### config.mk
export PLATFORM = sky130hd
export DESIGN_NAME = twine80_block_cipher
export DESIGN_NICKNAME = d
export VERILOG_FILES = /design/src/rtl/core/tw80_pkg.sv /design/src/rtl/core/tw80_datapath.sv /design/src/rtl/core/tw80_ctrl.sv /design/src/rtl/core/twine80_block_cipher.sv
export SDC_FILE = /design/constraint.sdc
export NUM_CORES = 2
export LEC_CHECK = 0
export BUFFER_PORTS_ARGS = -buffer_cell sky130_fd_sc_hd__buf_2
export CELL_PAD_IN_SITES_DETAIL_PLACEMENT = 0
export CELL_PAD_IN_SITES_GLOBAL_PLACEMENT = 1
export CORE_UTILIZATION = 40
export CTS_BUF_LIST = sky130_fd_sc_hd__clkbuf_16
export DETAILED_ROUTE_END_ITERATION = 10
export PLACE_DENSITY_LB_ADDON = 0.25
export RECOVER_POWER = 25
export SYNTH_ARGS = -nofsm -noshare
export SYNTH_HDL_FRONTEND = slang
export SYNTH_HIERARCHICAL = 1
export SYNTH_SLANG_ARGS = --single-unit
### constraint.sdc
create_clock -name clk -period 10 [get_ports clk]
set_input_delay 1 -clock clk [delete_from_list [all_inputs] [get_ports clk]]
set_output_delay 1 -clock clk [all_outputs]
set_load 0.02 [all_outputs]
### src/rtl/core/tw80_pkg.sv
// TWINE-80 shared package: widths, register and command codes, controller/datapath
// command structs and the cipher's combinational functions (S-box, Pi, key schedule step).
// No dependencies.
package tw80_pkg;

    localparam int ROUND_KEYS = 36;
    localparam int RK_AW      = $clog2(ROUND_KEYS);
    localparam int BLOCK_W    = 64;
    localparam int RK_W       = 32;
    localparam int KEY_W      = 80;
    localparam int KEY_LOW_W  = 64;
    localparam int KEY_HIGH_W = 16;

    localparam logic [RK_AW-1:0] FIRST_KEY = '0;
    localparam logic [RK_AW-1:0] LAST_KEY  = RK_AW'(ROUND_KEYS - 1);

    localparam logic CMD_ENCRYPT = 1'b0;
    localparam logic CMD_DECRYPT = 1'b1;

    localparam logic REG_KEY_LOW  = 1'b0;
    localparam logic REG_KEY_HIGH = 1'b1;

    typedef struct packed {
        logic             load_data;   // latch block and command of the accepted beat
        logic             load_key;    // copy key registers into the schedule register
        logic             exp_step;    // write one round key, advance the schedule
        logic [RK_AW-1:0] wr_addr;
        logic             rd_en;       // fetch a round key for the next cycle
        logic [RK_AW-1:0] rd_addr;
        logic             round_step;  // full round: mix, then shuffle
        logic             final_step;  // last half round into the output register
    } dp_cmd_t;

    typedef struct packed {
        logic decrypt;
    } dp_status_t;

    function automatic logic [3:0] sbox(input logic [3:0] x);
        logic [3:0] y;
        case (x)
            4'h0: y = 4'hc;
            4'h1: y = 4'h0;
            4'h2: y = 4'hf;
            4'h3: y = 4'ha;
            4'h4: y = 4'h2;
            4'h5: y = 4'hb;
            4'h6: y = 4'h9;
            4'h7: y = 4'h5;
            4'h8: y = 4'h8;
            4'h9: y = 4'h3;
            4'ha: y = 4'hd;
            4'hb: y = 4'h7;
            4'hc: y = 4'h1;
            4'hd: y = 4'he;
            4'he: y = 4'h6;
            default: y = 4'h4;
        endcase
        return y;
    endfunction

    function automatic logic [3:0] perm_fwd(input logic [3:0] h);
        logic [3:0] p;
        case (h)
            4'd0:  p = 4'd5;
            4'd1:  p = 4'd0;
            4'd2:  p = 4'd1;
            4'd3:  p = 4'd4;
            4'd4:  p = 4'd7;
            4'd5:  p = 4'd12;
            4'd6:  p = 4'd3;
            4'd7:  p = 4'd8;
            4'd8:  p = 4'd13;
            4'd9:  p = 4'd6;
            4'd10: p = 4'd9;
            4'd11: p = 4'd2;
            4'd12: p = 4'd15;
            4'd13: p = 4'd10;
            4'd14: p = 4'd11;
            default: p = 4'd14;
        endcase
        return p;
    endfunction

    function automatic logic [3:0] perm_inv(input logic [3:0] h);
        logic [3:0] p;
        case (h)
            4'd0:  p = 4'd1;
            4'd1:  p = 4'd2;
            4'd2:  p = 4'd11;
            4'd3:  p = 4'd6;
            4'd4:  p = 4'd3;
            4'd5:  p = 4'd0;
            4'd6:  p = 4'd9;
            4'd7:  p = 4'd4;
            4'd8:  p = 4'd7;
            4'd9:  p = 4'd10;
            4'd10: p = 4'd13;
            4'd11: p = 4'd14;
            4'd12: p = 4'd5;
            4'd13: p = 4'd8;
            4'd14: p = 4'd15;
            default: p = 4'd12;
        endcase
        return p;
    endfunction

    function automatic logic [5:0] rcon(input logic [RK_AW-1:0] r);
        logic [5:0] c;
        case (r)
            6'd0:  c = 6'h01;
            6'd1:  c = 6'h02;
            6'd2:  c = 6'h04;
            6'd3:  c = 6'h08;
            6'd4:  c = 6'h10;
            6'd5:  c = 6'h20;
            6'd6:  c = 6'h03;
            6'd7:  c = 6'h06;
            6'd8:  c = 6'h0c;
            6'd9:  c = 6'h18;
            6'd10: c = 6'h30;
            6'd11: c = 6'h23;
            6'd12: c = 6'h05;
            6'd13: c = 6'h0a;
            6'd14: c = 6'h14;
            6'd15: c = 6'h28;
            6'd16: c = 6'h13;
            6'd17: c = 6'h26;
            6'd18: c = 6'h0f;
            6'd19: c = 6'h1e;
            6'd20: c = 6'h3c;
            6'd21: c = 6'h3b;
            6'd22: c = 6'h35;
            6'd23: c = 6'h29;
            6'd24: c = 6'h11;
            6'd25: c = 6'h22;
            6'd26: c = 6'h07;
            6'd27: c = 6'h0e;
            6'd28: c = 6'h1c;
            6'd29: c = 6'h38;
            6'd30: c = 6'h33;
            6'd31: c = 6'h25;
            6'd32: c = 6'h09;
            6'd33: c = 6'h12;
            6'd34: c = 6'h24;
            default: c = 6'h00;
        endcase
        return c;
    endfunction

    // Round key = key register nibbles 1,3,4,6,13,14,15,16, low to high.
    function automatic logic [RK_W-1:0] round_key(input logic [KEY_W-1:0] kr);
        return {kr[67:64], kr[63:60], kr[59:56], kr[55:52],
                kr[27:24], kr[19:16], kr[15:12], kr[7:4]};
    endfunction

    function automatic logic [KEY_W-1:0] key_step(input logic [KEY_W-1:0] kr,
                                                  input logic [RK_AW-1:0] r);
        logic [KEY_W-1:0] v;
        logic [5:0]       rc;
        logic [3:0]       n0;
        v  = kr;
        rc = rcon(r);
        v[7:4]   = kr[7:4]   ^ sbox(kr[3:0]);
        v[19:16] = kr[19:16] ^ sbox(kr[67:64]);
        v[31:28] = kr[31:28] ^ {1'b0, rc[5:3]};
        v[79:76] = kr[79:76] ^ {1'b0, rc[2:0]};
        n0       = v[3:0];
        v[15:0]  = {n0, v[15:4]};
        return {v[15:0], v[KEY_W-1:16]};
    endfunction

    function automatic logic [BLOCK_W-1:0] mix_half(input logic [BLOCK_W-1:0] x,
                                                    input logic [RK_W-1:0] rk);
        logic [BLOCK_W-1:0] y;
        y = x;
        for (int j = 0; j < 8; j++) begin
            y[8*j+4 +: 4] = x[8*j+4 +: 4] ^ sbox(x[8*j +: 4] ^ rk[4*j +: 4]);
        end
        return y;
    endfunction

    function automatic logic [BLOCK_W-1:0] shuffle(input logic [BLOCK_W-1:0] x,
                                                   input logic dec);
        logic [BLOCK_W-1:0] t;
        logic [3:0]         p;
        t = '0;
        for (int h = 0; h < 16; h++) begin
            p = dec ? perm_inv(4'(h)) : perm_fwd(4'(h));
            t[4*p +: 4] = x[4*h +: 4];
        end
        return t;
    endfunction

endpackage

### src/rtl/core/tw80_datapath.sv
// TWINE-80 datapath: key registers, schedule register, 36 x 32 round-key memory,
// shared round unit and output register. Depends on tw80_pkg.
module tw80_datapath (
    input  logic                            clk,
    input  logic                            rst_n,
    input  logic                            cfg_we,
    input  logic                            cfg_index,
    input  logic [tw80_pkg::KEY_LOW_W-1:0]  cfg_data,
    input  logic                            command,
    input  logic [tw80_pkg::BLOCK_W-1:0]    block_in,
    input  tw80_pkg::dp_cmd_t               ctl,
    output tw80_pkg::dp_status_t            status,
    output logic [tw80_pkg::BLOCK_W-1:0]    block_out
);

    logic [tw80_pkg::KEY_LOW_W-1:0]  key_low_reg;
    logic [tw80_pkg::KEY_HIGH_W-1:0] key_high_reg;
    logic [tw80_pkg::KEY_W-1:0]      sched_reg;
    logic [tw80_pkg::BLOCK_W-1:0]    data_reg;
    logic [tw80_pkg::BLOCK_W-1:0]    out_reg;
    logic                            dec_reg;
    logic [tw80_pkg::RK_W-1:0]       rk_reg;
    logic [tw80_pkg::BLOCK_W-1:0]    mixed;

    logic [tw80_pkg::RK_W-1:0] rk_mem [tw80_pkg::ROUND_KEYS];

    assign mixed = tw80_pkg::mix_half(data_reg, rk_reg);

    always_ff @(posedge clk or negedge rst_n)
    begin
        if (!rst_n)
        begin
            key_low_reg  <= '0;
            key_high_reg <= '0;
            sched_reg    <= '0;
            data_reg     <= '0;
            out_reg      <= '0;
            dec_reg      <= tw80_pkg::CMD_ENCRYPT;
        end
        else
        begin
            if (cfg_we && cfg_index == tw80_pkg::REG_KEY_LOW)
                key_low_reg <= cfg_data;
            if (cfg_we && cfg_index == tw80_pkg::REG_KEY_HIGH)
                key_high_reg <= cfg_data[tw80_pkg::KEY_HIGH_W-1:0];

            if (ctl.load_key)
                sched_reg <= {key_high_reg, key_low_reg};
            else if (ctl.exp_step)
                sched_reg <= tw80_pkg::key_step(sched_reg, ctl.wr_addr);

            if (ctl.load_data)
            begin
                data_reg <= block_in;
                dec_reg  <= command;
            end
            else if (ctl.round_step)
                data_reg <= tw80_pkg::shuffle(mixed, dec_reg);

            if (ctl.final_step)
                out_reg <= mixed;
        end
    end

    // Round-key memory: one write port (schedule), one registered read port (rounds).
    always_ff @(posedge clk)
    begin
        if (ctl.exp_step)
            rk_mem[ctl.wr_addr] <= tw80_pkg::round_key(sched_reg);
        if (ctl.rd_en)
            rk_reg <= rk_mem[ctl.rd_addr];
    end

    assign status.decrypt = dec_reg;
    assign block_out      = out_reg;

endmodule

### src/rtl/core/tw80_ctrl.sv
// TWINE-80 controller: sequences key expansion, round-key fetch and the 36 round
// steps, and owns both handshakes. Depends on tw80_pkg.
module tw80_ctrl (
    input  logic                  clk,
    input  logic                  rst_n,
    input  logic                  s_tvalid,
    output logic                  s_tready,
    output logic                  m_tvalid,
    input  logic                  m_tready,
    input  logic                  cfg_we,
    input  tw80_pkg::dp_status_t  status,
    output tw80_pkg::dp_cmd_t     ctl
);

    localparam logic [1:0] ST_IDLE   = 2'd0;
    localparam logic [1:0] ST_EXPAND = 2'd1;
    localparam logic [1:0] ST_FETCH  = 2'd2;
    localparam logic [1:0] ST_ROUND  = 2'd3;

    logic [1:0]                 state_reg, state_next;
    logic [tw80_pkg::RK_AW-1:0] cnt_reg, cnt_next;
    logic                       ready_reg, ready_next;
    logic                       out_valid_reg, out_valid_next;
    logic [tw80_pkg::RK_AW-1:0] cnt_inc;
    logic                       accept;
    logic                       out_free;

    assign cnt_inc  = cnt_reg + 1'b1;
    assign accept   = s_tvalid && (state_reg == ST_IDLE);
    assign out_free = !out_valid_reg || m_tready;
    assign s_tready = (state_reg == ST_IDLE);
    assign m_tvalid = out_valid_reg;

    always_comb
    begin
        state_next     = state_reg;
        cnt_next       = cnt_reg;
        ready_next     = ready_reg;
        ctl            = '0;
        ctl.wr_addr    = cnt_reg;
        ctl.rd_addr    = tw80_pkg::FIRST_KEY;

        case (state_reg)
            ST_IDLE:
            begin
                if (cfg_we)
                    ready_next = 1'b0;
                if (accept)
                begin
                    ctl.load_data = 1'b1;
                    cnt_next      = '0;
                    if (ready_reg)
                        state_next = ST_FETCH;
                    else
                    begin
                        ctl.load_key = 1'b1;
                        state_next   = ST_EXPAND;
                    end
                end
            end
            ST_EXPAND:
            begin
                ctl.exp_step = 1'b1;
                cnt_next     = cnt_inc;
                if (cnt_reg == tw80_pkg::LAST_KEY)
                begin
                    ready_next = 1'b1;
                    state_next = ST_FETCH;
                end
            end
            ST_FETCH:
            begin
                ctl.rd_en   = 1'b1;
                ctl.rd_addr = status.decrypt ? tw80_pkg::LAST_KEY : tw80_pkg::FIRST_KEY;
                cnt_next    = '0;
                state_next  = ST_ROUND;
            end
            ST_ROUND:
            begin
                if (cnt_reg != tw80_pkg::LAST_KEY)
                begin
                    // key for the following round is fetched while this one runs
                    ctl.rd_en      = 1'b1;
                    ctl.rd_addr    = status.decrypt ? (tw80_pkg::LAST_KEY - cnt_inc) : cnt_inc;
                    ctl.round_step = 1'b1;
                    cnt_next       = cnt_inc;
                end
                else if (out_free)
                begin
                    ctl.final_step = 1'b1;
                    state_next     = ST_IDLE;
                end
            end
            default:
            begin
                state_next = ST_IDLE;
            end
        endcase
    end

    always_comb
    begin
        if (ctl.final_step)
            out_valid_next = 1'b1;
        else if (m_tready)
            out_valid_next = 1'b0;
        else
            out_valid_next = out_valid_reg;
    end

    always_ff @(posedge clk or negedge rst_n)
    begin
        if (!rst_n)
        begin
            state_reg     <= ST_IDLE;
            cnt_reg       <= '0;
            ready_reg     <= 1'b0;
            out_valid_reg <= 1'b0;
        end
        else
        begin
            state_reg     <= state_next;
            cnt_reg       <= cnt_next;
            ready_reg     <= ready_next;
            out_valid_reg <= out_valid_next;
        end
    end

endmodule

### src/rtl/core/twine80_block_cipher.sv
// TWINE-80 block cipher top level: stream ports, key write port, controller and datapath.
// Depends on tw80_pkg, tw80_ctrl, tw80_datapath.
//
// One 64-bit block per input beat, encrypted (tuser 0) or decrypted (tuser 1) under the
// 80-bit key in key_low/key_high, one result beat per input beat. After acceptance the first
// round key is fetched, then 35 full rounds and the final half round run at one per cycle
// through the single round unit, with each round key read from the 36-entry key memory in
// the cycle before its round. After any key write, the next block first runs the key
// schedule, one round key per cycle into that memory. The result sits in an output
// register; the block takes a new input while it waits, and only stalls in its last round
// if the previous result is still held. Write the key only while no block is in flight.
module twine80_block_cipher (
    input  logic                            clk,
    input  logic                            rst_n,
    // input stream
    input  logic                            s_tvalid,
    output logic                            s_tready,
    input  logic [tw80_pkg::BLOCK_W-1:0]    s_tdata,   // [63:0] block_in
    input  logic                            s_tuser,   // [0] command (0 enc, 1 dec)
    // output stream
    output logic                            m_tvalid,
    input  logic                            m_tready,
    output logic [tw80_pkg::BLOCK_W-1:0]    m_tdata,   // [63:0] block_out
    // key write port: index 0 key_low, index 1 key_high (low 16 bits)
    input  logic                            cfg_we,
    input  logic                            cfg_index,
    input  logic [tw80_pkg::KEY_LOW_W-1:0]  cfg_data
);

    tw80_pkg::dp_cmd_t    ctl;
    tw80_pkg::dp_status_t status;

    tw80_ctrl u_ctrl (
        .clk      (clk),
        .rst_n    (rst_n),
        .s_tvalid (s_tvalid),
        .s_tready (s_tready),
        .m_tvalid (m_tvalid),
        .m_tready (m_tready),
        .cfg_we   (cfg_we),
        .status   (status),
        .ctl      (ctl)
    );

    tw80_datapath u_datapath (
        .clk       (clk),
        .rst_n     (rst_n),
        .cfg_we    (cfg_we),
        .cfg_index (cfg_index),
        .cfg_data  (cfg_data),
        .command   (s_tuser),
        .block_in  (s_tdata),
        .ctl       (ctl),
        .status    (status),
        .block_out (m_tdata)
    );

`ifndef SYNTH
    // the last half round never overwrites a result that has not been taken
    a_no_overwrite: assert property (@(posedge clk) disable iff (!rst_n)
        ctl.final_step |-> (!m_tvalid || m_tready))
        else $error("result overwritten before output beat");

    // a finished block shows up as an output beat in the next cycle
    a_result_valid: assert property (@(posedge clk) disable iff (!rst_n)
        ctl.final_step |=> m_tvalid)
        else $error("final round without output beat");

    // key memory is never written and read in the same cycle
    a_mem_port: assert property (@(posedge clk) disable iff (!rst_n)
        !(ctl.exp_step && ctl.rd_en))
        else $error("key memory write and read collide");

    // no datapath step while the input side is open
    a_idle_quiet: assert property (@(posedge clk) disable iff (!rst_n)
        s_tready |-> !(ctl.round_step || ctl.exp_step || ctl.final_step))
        else $error("datapath active while accepting input");
`endif

endmodule

# Yosys cells after proc, flatten, opt, wreduce, memory -nomap -nowiden
# Memories as Yosys holds them, arrays and structs flattened. A register that Yosys moved wholly into a read port is not among the register bits.
# Cells that the tools add are included.
# totals
ff_bits,299
latch_bits,0
mem_bits_rw,1152
romBits,1024
input_bits,135
out_inout_bits,66
word_cells,218
mem_count,12
# op_classes
addsub,18
mul,0
div_mod_pow,0
order_cmp,0
n_eq_ne,11
shift,32
muxes,100
bitwise,22
n_reduce_logical,13
# mem_list
memory,words,width,read_ports,rd_ports_with_merged_regs,wr,line_no,source
u_datapath.rk_mem,36,32,1,1,1,tw80_datapath.sv:25,logic [tw80_pkg::RK_W-1:0] rk_mem [tw80_pkg::ROUND_KEYS];
(no name shown),64,6,1,0,0,tw80_pkg.sv:109,case (r)
(no name shown),16,4,1,0,0,tw80_pkg.sv:40,case (x)
(no name shown),16,4,1,0,0,tw80_pkg.sv:40,
(no name shown),16,4,1,0,0,tw80_pkg.sv:40,
(no name shown),16,4,1,0,0,tw80_pkg.sv:40,
6 more memories,--,--,--,--,--,--,
# op_table
operator,count
$shift A4 B34 Y64 const A,16
$shiftx A4 B34 Y64,16
$bwmux W64,15
$neg A6 Y34,16
$mux W4,52
$mux W80,2
$mux W64,2
$xor A4 B4 Y4,18
$and A64 B64 Y64,1
$mux W6,6
$pmux W6 S4,1
$mux W2,8
$pmux W7 S2,1
$mux W1,10
$ne A2 B1 Y1 const B,5
$mux W8,1
$pmux W2 S4,1
$reduce_bool A2 Y1,4
$xor A4 B3 Y4,2
$add A6 B1 Y6 const B,1
$eq A6 B6 Y1 const B,1
$ne A6 B6 Y1 const B,1
$sub A6 B6 Y6 const A,1
$eq A2 B2 Y1 const B,2
other kinds (11),13

# Logic depth before layout (Yosys ltp)
# logic_depth
depth_word,28
ltp_mapped,13
ltp_nobuf,11

# Hierarchy
# Netlist, hierarchy kept.
# modules_own_cells
mod,n_inst,cells_per_inst,area_per_inst_um2,seq_area_each_um2
tw80_datapath,1,3355,59823.6,42786.0
tw80_ctrl,1,99,865.8,250.2

# Worst setup path before layout
# OpenSTA, ideal clock, no wires.
# synth_path
path_kind,register to register
start,reg u_ctrl.state_reg[1]
end,"mem u_datapath/rk_mem[17][0] (netlist bit), enable pin"
setup_ps,461
arrival_time_ps,3711
t_required_ps,9539
setup_slack_ps,5828
stages_incl_launch_ff,8
path_buffers,3
synth_period_minus_slack_ps,4172
cell_sequence,dfrtp_1 inv_1 ha_1 buf_4 clkbuf_1 clkbuf_1 nand3_1 nor3_1
# synth_rtl
element,line_no,source
start: declaration,tw80_ctrl.sv:20,"logic [1:0] state_reg, state_next;"
start signal: assignment,tw80_ctrl.sv:122,state_reg <= state_next;
end: declaration,tw80_datapath.sv:25,

==> impl_metrics.py <==
metrics = {
    "timing": {
        "fmax_ghz": 0.182,
        "rsz0062_at_grt": "no",
        "finalCritPeriodShare_pct": 55.1,
        "final_hold_viol_count": 0,
        "relSlewSlack_pct": -269,
        "setup_viol_count_final": 0,
        "finalClockSkew_ns": 0.0341,
        "finalMaxSlewViolations": 876,
        "worst_pin_slew_ns": 5.53,
        "setup_slack_ns": 4.49,
        "finalCriticalPeriod_ns": 5.51,
        "tns_ns": 0,
    },
    "clock_tree": {
        "clk_pin_slew_ns": 0.06,
        "cts_repair_resize_count": 0,
        "cts_made_buffers": 155,
        "holdBufCountCts": 0,
        "clock_sinks": 1483,
        "clk_path_buf_depth": 3,
        "htreeDepth": 4,
        "cts-root-buf": "clkbuf_16",
        "post-cts-setup-buffers": 0,
        "clk_latency_ns": 0.78,
        "tritoncts": "built",
    },
    "global_route": {
        "gr-total-overflow": 0,
        "antenna_found_initial": 8,
        "grt_pass1_vias": 32963,
        "grtUsageTotal_pct": 22.9,
        "grt_start_max_net_pins": 157,
        "grt_pass1_wl_um": 246000,
    },
    "yosys": {
        "ys.warnings.count": 6,
        "synth_top_cell_area_share_pct": 58.6,
        "ys_ff_latch": 1483,
        "synth_area_leaders": "edfxtp_1 (59%), dfrtp_1 (12%), mux4_2 (11%)",
        "synth_area_per_cell_sq_um": 17.6,
        "syn-num-nets": 3621,
        "ys_seq_area_share_pct": 70.9,
        "ys.flop_type": "edfxtp_1",
        "yosysUniqueCellTypes": 88,
        "synth-edff-count": 1184,
        "synthArstFlopShare_pct": 20.2,
        "synth_area_sq_mm": 0.0607,
        "synth_top_area_cell": "edfxtp_1",
        "synth_cells": 3454,
    },
    "placement": {
        "pre_cts_slack_ns": 4.43,
        "portBuffers": 200,
        "placed_cells": 5565,
        "dp_hpwl_um": 95900,
        "place_congestion": 0.807,
    },
    "drt": {
        "drt-pass1-iter-count": 6,
        "drt-vias-per-instance": 5.70,
        "wire_per_inst_um": 29.9,
        "drt_iter0_markers": 3341,
        "routed_wl_um": 175000,
        "vias": 33326,
        "drtAntennaViolNets": 0,
        "drc": 0,
    },
    "finish": {
        "drive_above_1_share_pct": 26.2,
        "fin_cells": 5848,
        "nets": 3873,
        "syn_to_final_growth_pct": 13.7,
        "mostFrequentLayoutCell": "edfxtp_1",
        "final_util_pct": 46.0,
        "layout_common_cells": "edfxtp_1 (1,184), dfrtp_1 (295), mux4_2 (291), nand2_1 (214), buf_2 (199)",
        "fillerInstances": 12904,
        "largest_register_ffs": 1152,
    },
    "worst_setup_path": {
        "cp-end-kind": "flip-flop",
        "crit_fanout": 45,
        "required_ns": 10.62,
        "cp.arrival_ns": 6.13,
        "critPathKind": "flip-flop to flip-flop",
        "critPathLaunchType": "flip-flop",
        "r2r_slack_ns": 4.49,
    },
    "min_path": {
        "min-delay-path-class": "input port to flip-flop",
    },
    "die": {
        "start_util_pct": 40.4,
        "rows": 142,
        "ios": 201,
        "coreArea_sq_mm": 0.150,
        "fp.dieH_um": 392,
        "die_area_sq_mm": 0.153,
        "die_w_um": 392,
    },
    "pwr": {
        "ir_worst_vdd_mv": 0.214,
        "power_density_mw_per_mm2": 309,
        "p_leak_nw": 23.0,
    },
    "job": {
        "drv_cap": 21,
    },
    "status": {
        "violations": "capacitance limit, slew limit",
        "status": "finished, violations left",
    },
}
per-stage QoR:
| stage | power (mW) | hold WS (ns) | cell area, sq um |
|---|---|---|---|
| floorplan | 13.6 | 0.444 | 60700 |
| global placement | 15.9 | 0.458 | 64300 |
| detailed placement | 16.0 | 0.463 | 64300 |
| CTS | 21.4 | 0.260 | 69100 |
| global route | 22.3 | 0.415 | 69000 |
| finish | 21.3 | 0.427 | 69000 |
kinds of logic after synthesis:
| family | Yosys count | share of synthesized area (%) |
|---|---|---|
| muxes | 574 | 15.8 |
| adders and majority gates | 32 | 0.660 |
| xor gates and xnor gates | 95 | 1.59 |
| DFF | 1483 | 70.9 |
| AOI/OAI and AO/OA | 532 | 5.32 |
| and+or+nand+nor | 495 | 3.82 |
| buffers and inverters | 243 | 1.95 |
per-layer routing:
layer | GRT usage [%] | wire length (um) | vias up
met5 | 0 | 0 | -
met4 | 8.06 | 5210 | 0
met3 | 3.99 | 11500 | 249
met2 | 38.0 | 87000 | 1256
met1 | 30.3 | 71300 | 17553
li1 | - | - | 14268
power breakdown:
group	internal [mW]	total [mW]	switching [mW]	leakage, nW
clock	3.01	5.43	2.42	2.46
sequential	8.06	8.95	0.888	14.2
combinational	2.72	6.91	4.19	6.34
worst paths after layout:
check                                             from                        to  cells after the start
min                                           m_tready           u_ctrl/m_tvalid                      2
min reg2reg                u_datapath/key_high_reg[13]  u_datapath/sched_reg[77]                      2
min in group asynchronous                        rst_n  u_datapath/block_out[28]                      1
max reg2reg                          u_ctrl/cnt_reg[1]      u_datapath/rk_reg[2]                     13
max                                  u_ctrl/cnt_reg[1]      u_datapath/rk_reg[2]                     13
max in group asynchronous                        rst_n         u_ctrl/cnt_reg[5]                      1
worst max-delay path, stage by stage, from the launching register on:
cell and delay (ns):
dfrtp_1 0.64, ha_1 0.41, nor4b_4 0.18, a21bo_2 0.31, inv_2 0.05, buf_4 0.35, a21oi_1 0.17, o21ai_4 0.73
buf_4 0.50, buf_4 0.77, mux4_2 0.37, o22ai_1 0.09, or4_1 0.55, o21ai_1 0.12
final cells by class:
class / count / area [sq um] / area share (%)
multi-input combinational: 1728 / 16800 / 24.4
tap: 2016 / 2520 / 3.66
antenna: 2 / 5.00 / 0.00725
clock inverter: 124 / 821 / 1.19
inverter: 42 / 160 / 0.232
timing repair buffer: 296 / 1680 / 2.44
clock buffer: 157 / 3930 / 5.69
sequential: 1483 / 43000 / 62.4
synth_stat cells, drive strengths merged (3+ instances only):
cell type / instances
edfxtp: 1184
dfrtp: 299
mux4: 291
o21ai: 222
nand2: 216
mux2i: 148
o22ai: 147
mux2: 135
clkbuf: 121
nor2: 116
buf: 80
xnor2: 60
a21oi: 54
inv: 39
xor2: 35
or4: 34
ha: 32
nand3: 22
nor3: 20
a211oi: 19
nand2b: 16
a221oi: 15
nor2b: 14
or3: 14
o211ai: 13
nor3b: 10
o31ai: 8
and2: 7
o221ai: 7
a21o: 6
a221o: 6
a31oi: 5
and3: 5
nand3b: 5
or2: 5
clkinv: 3
o21a: 3
No activity file was read; power rests on OpenSTA's default activity.
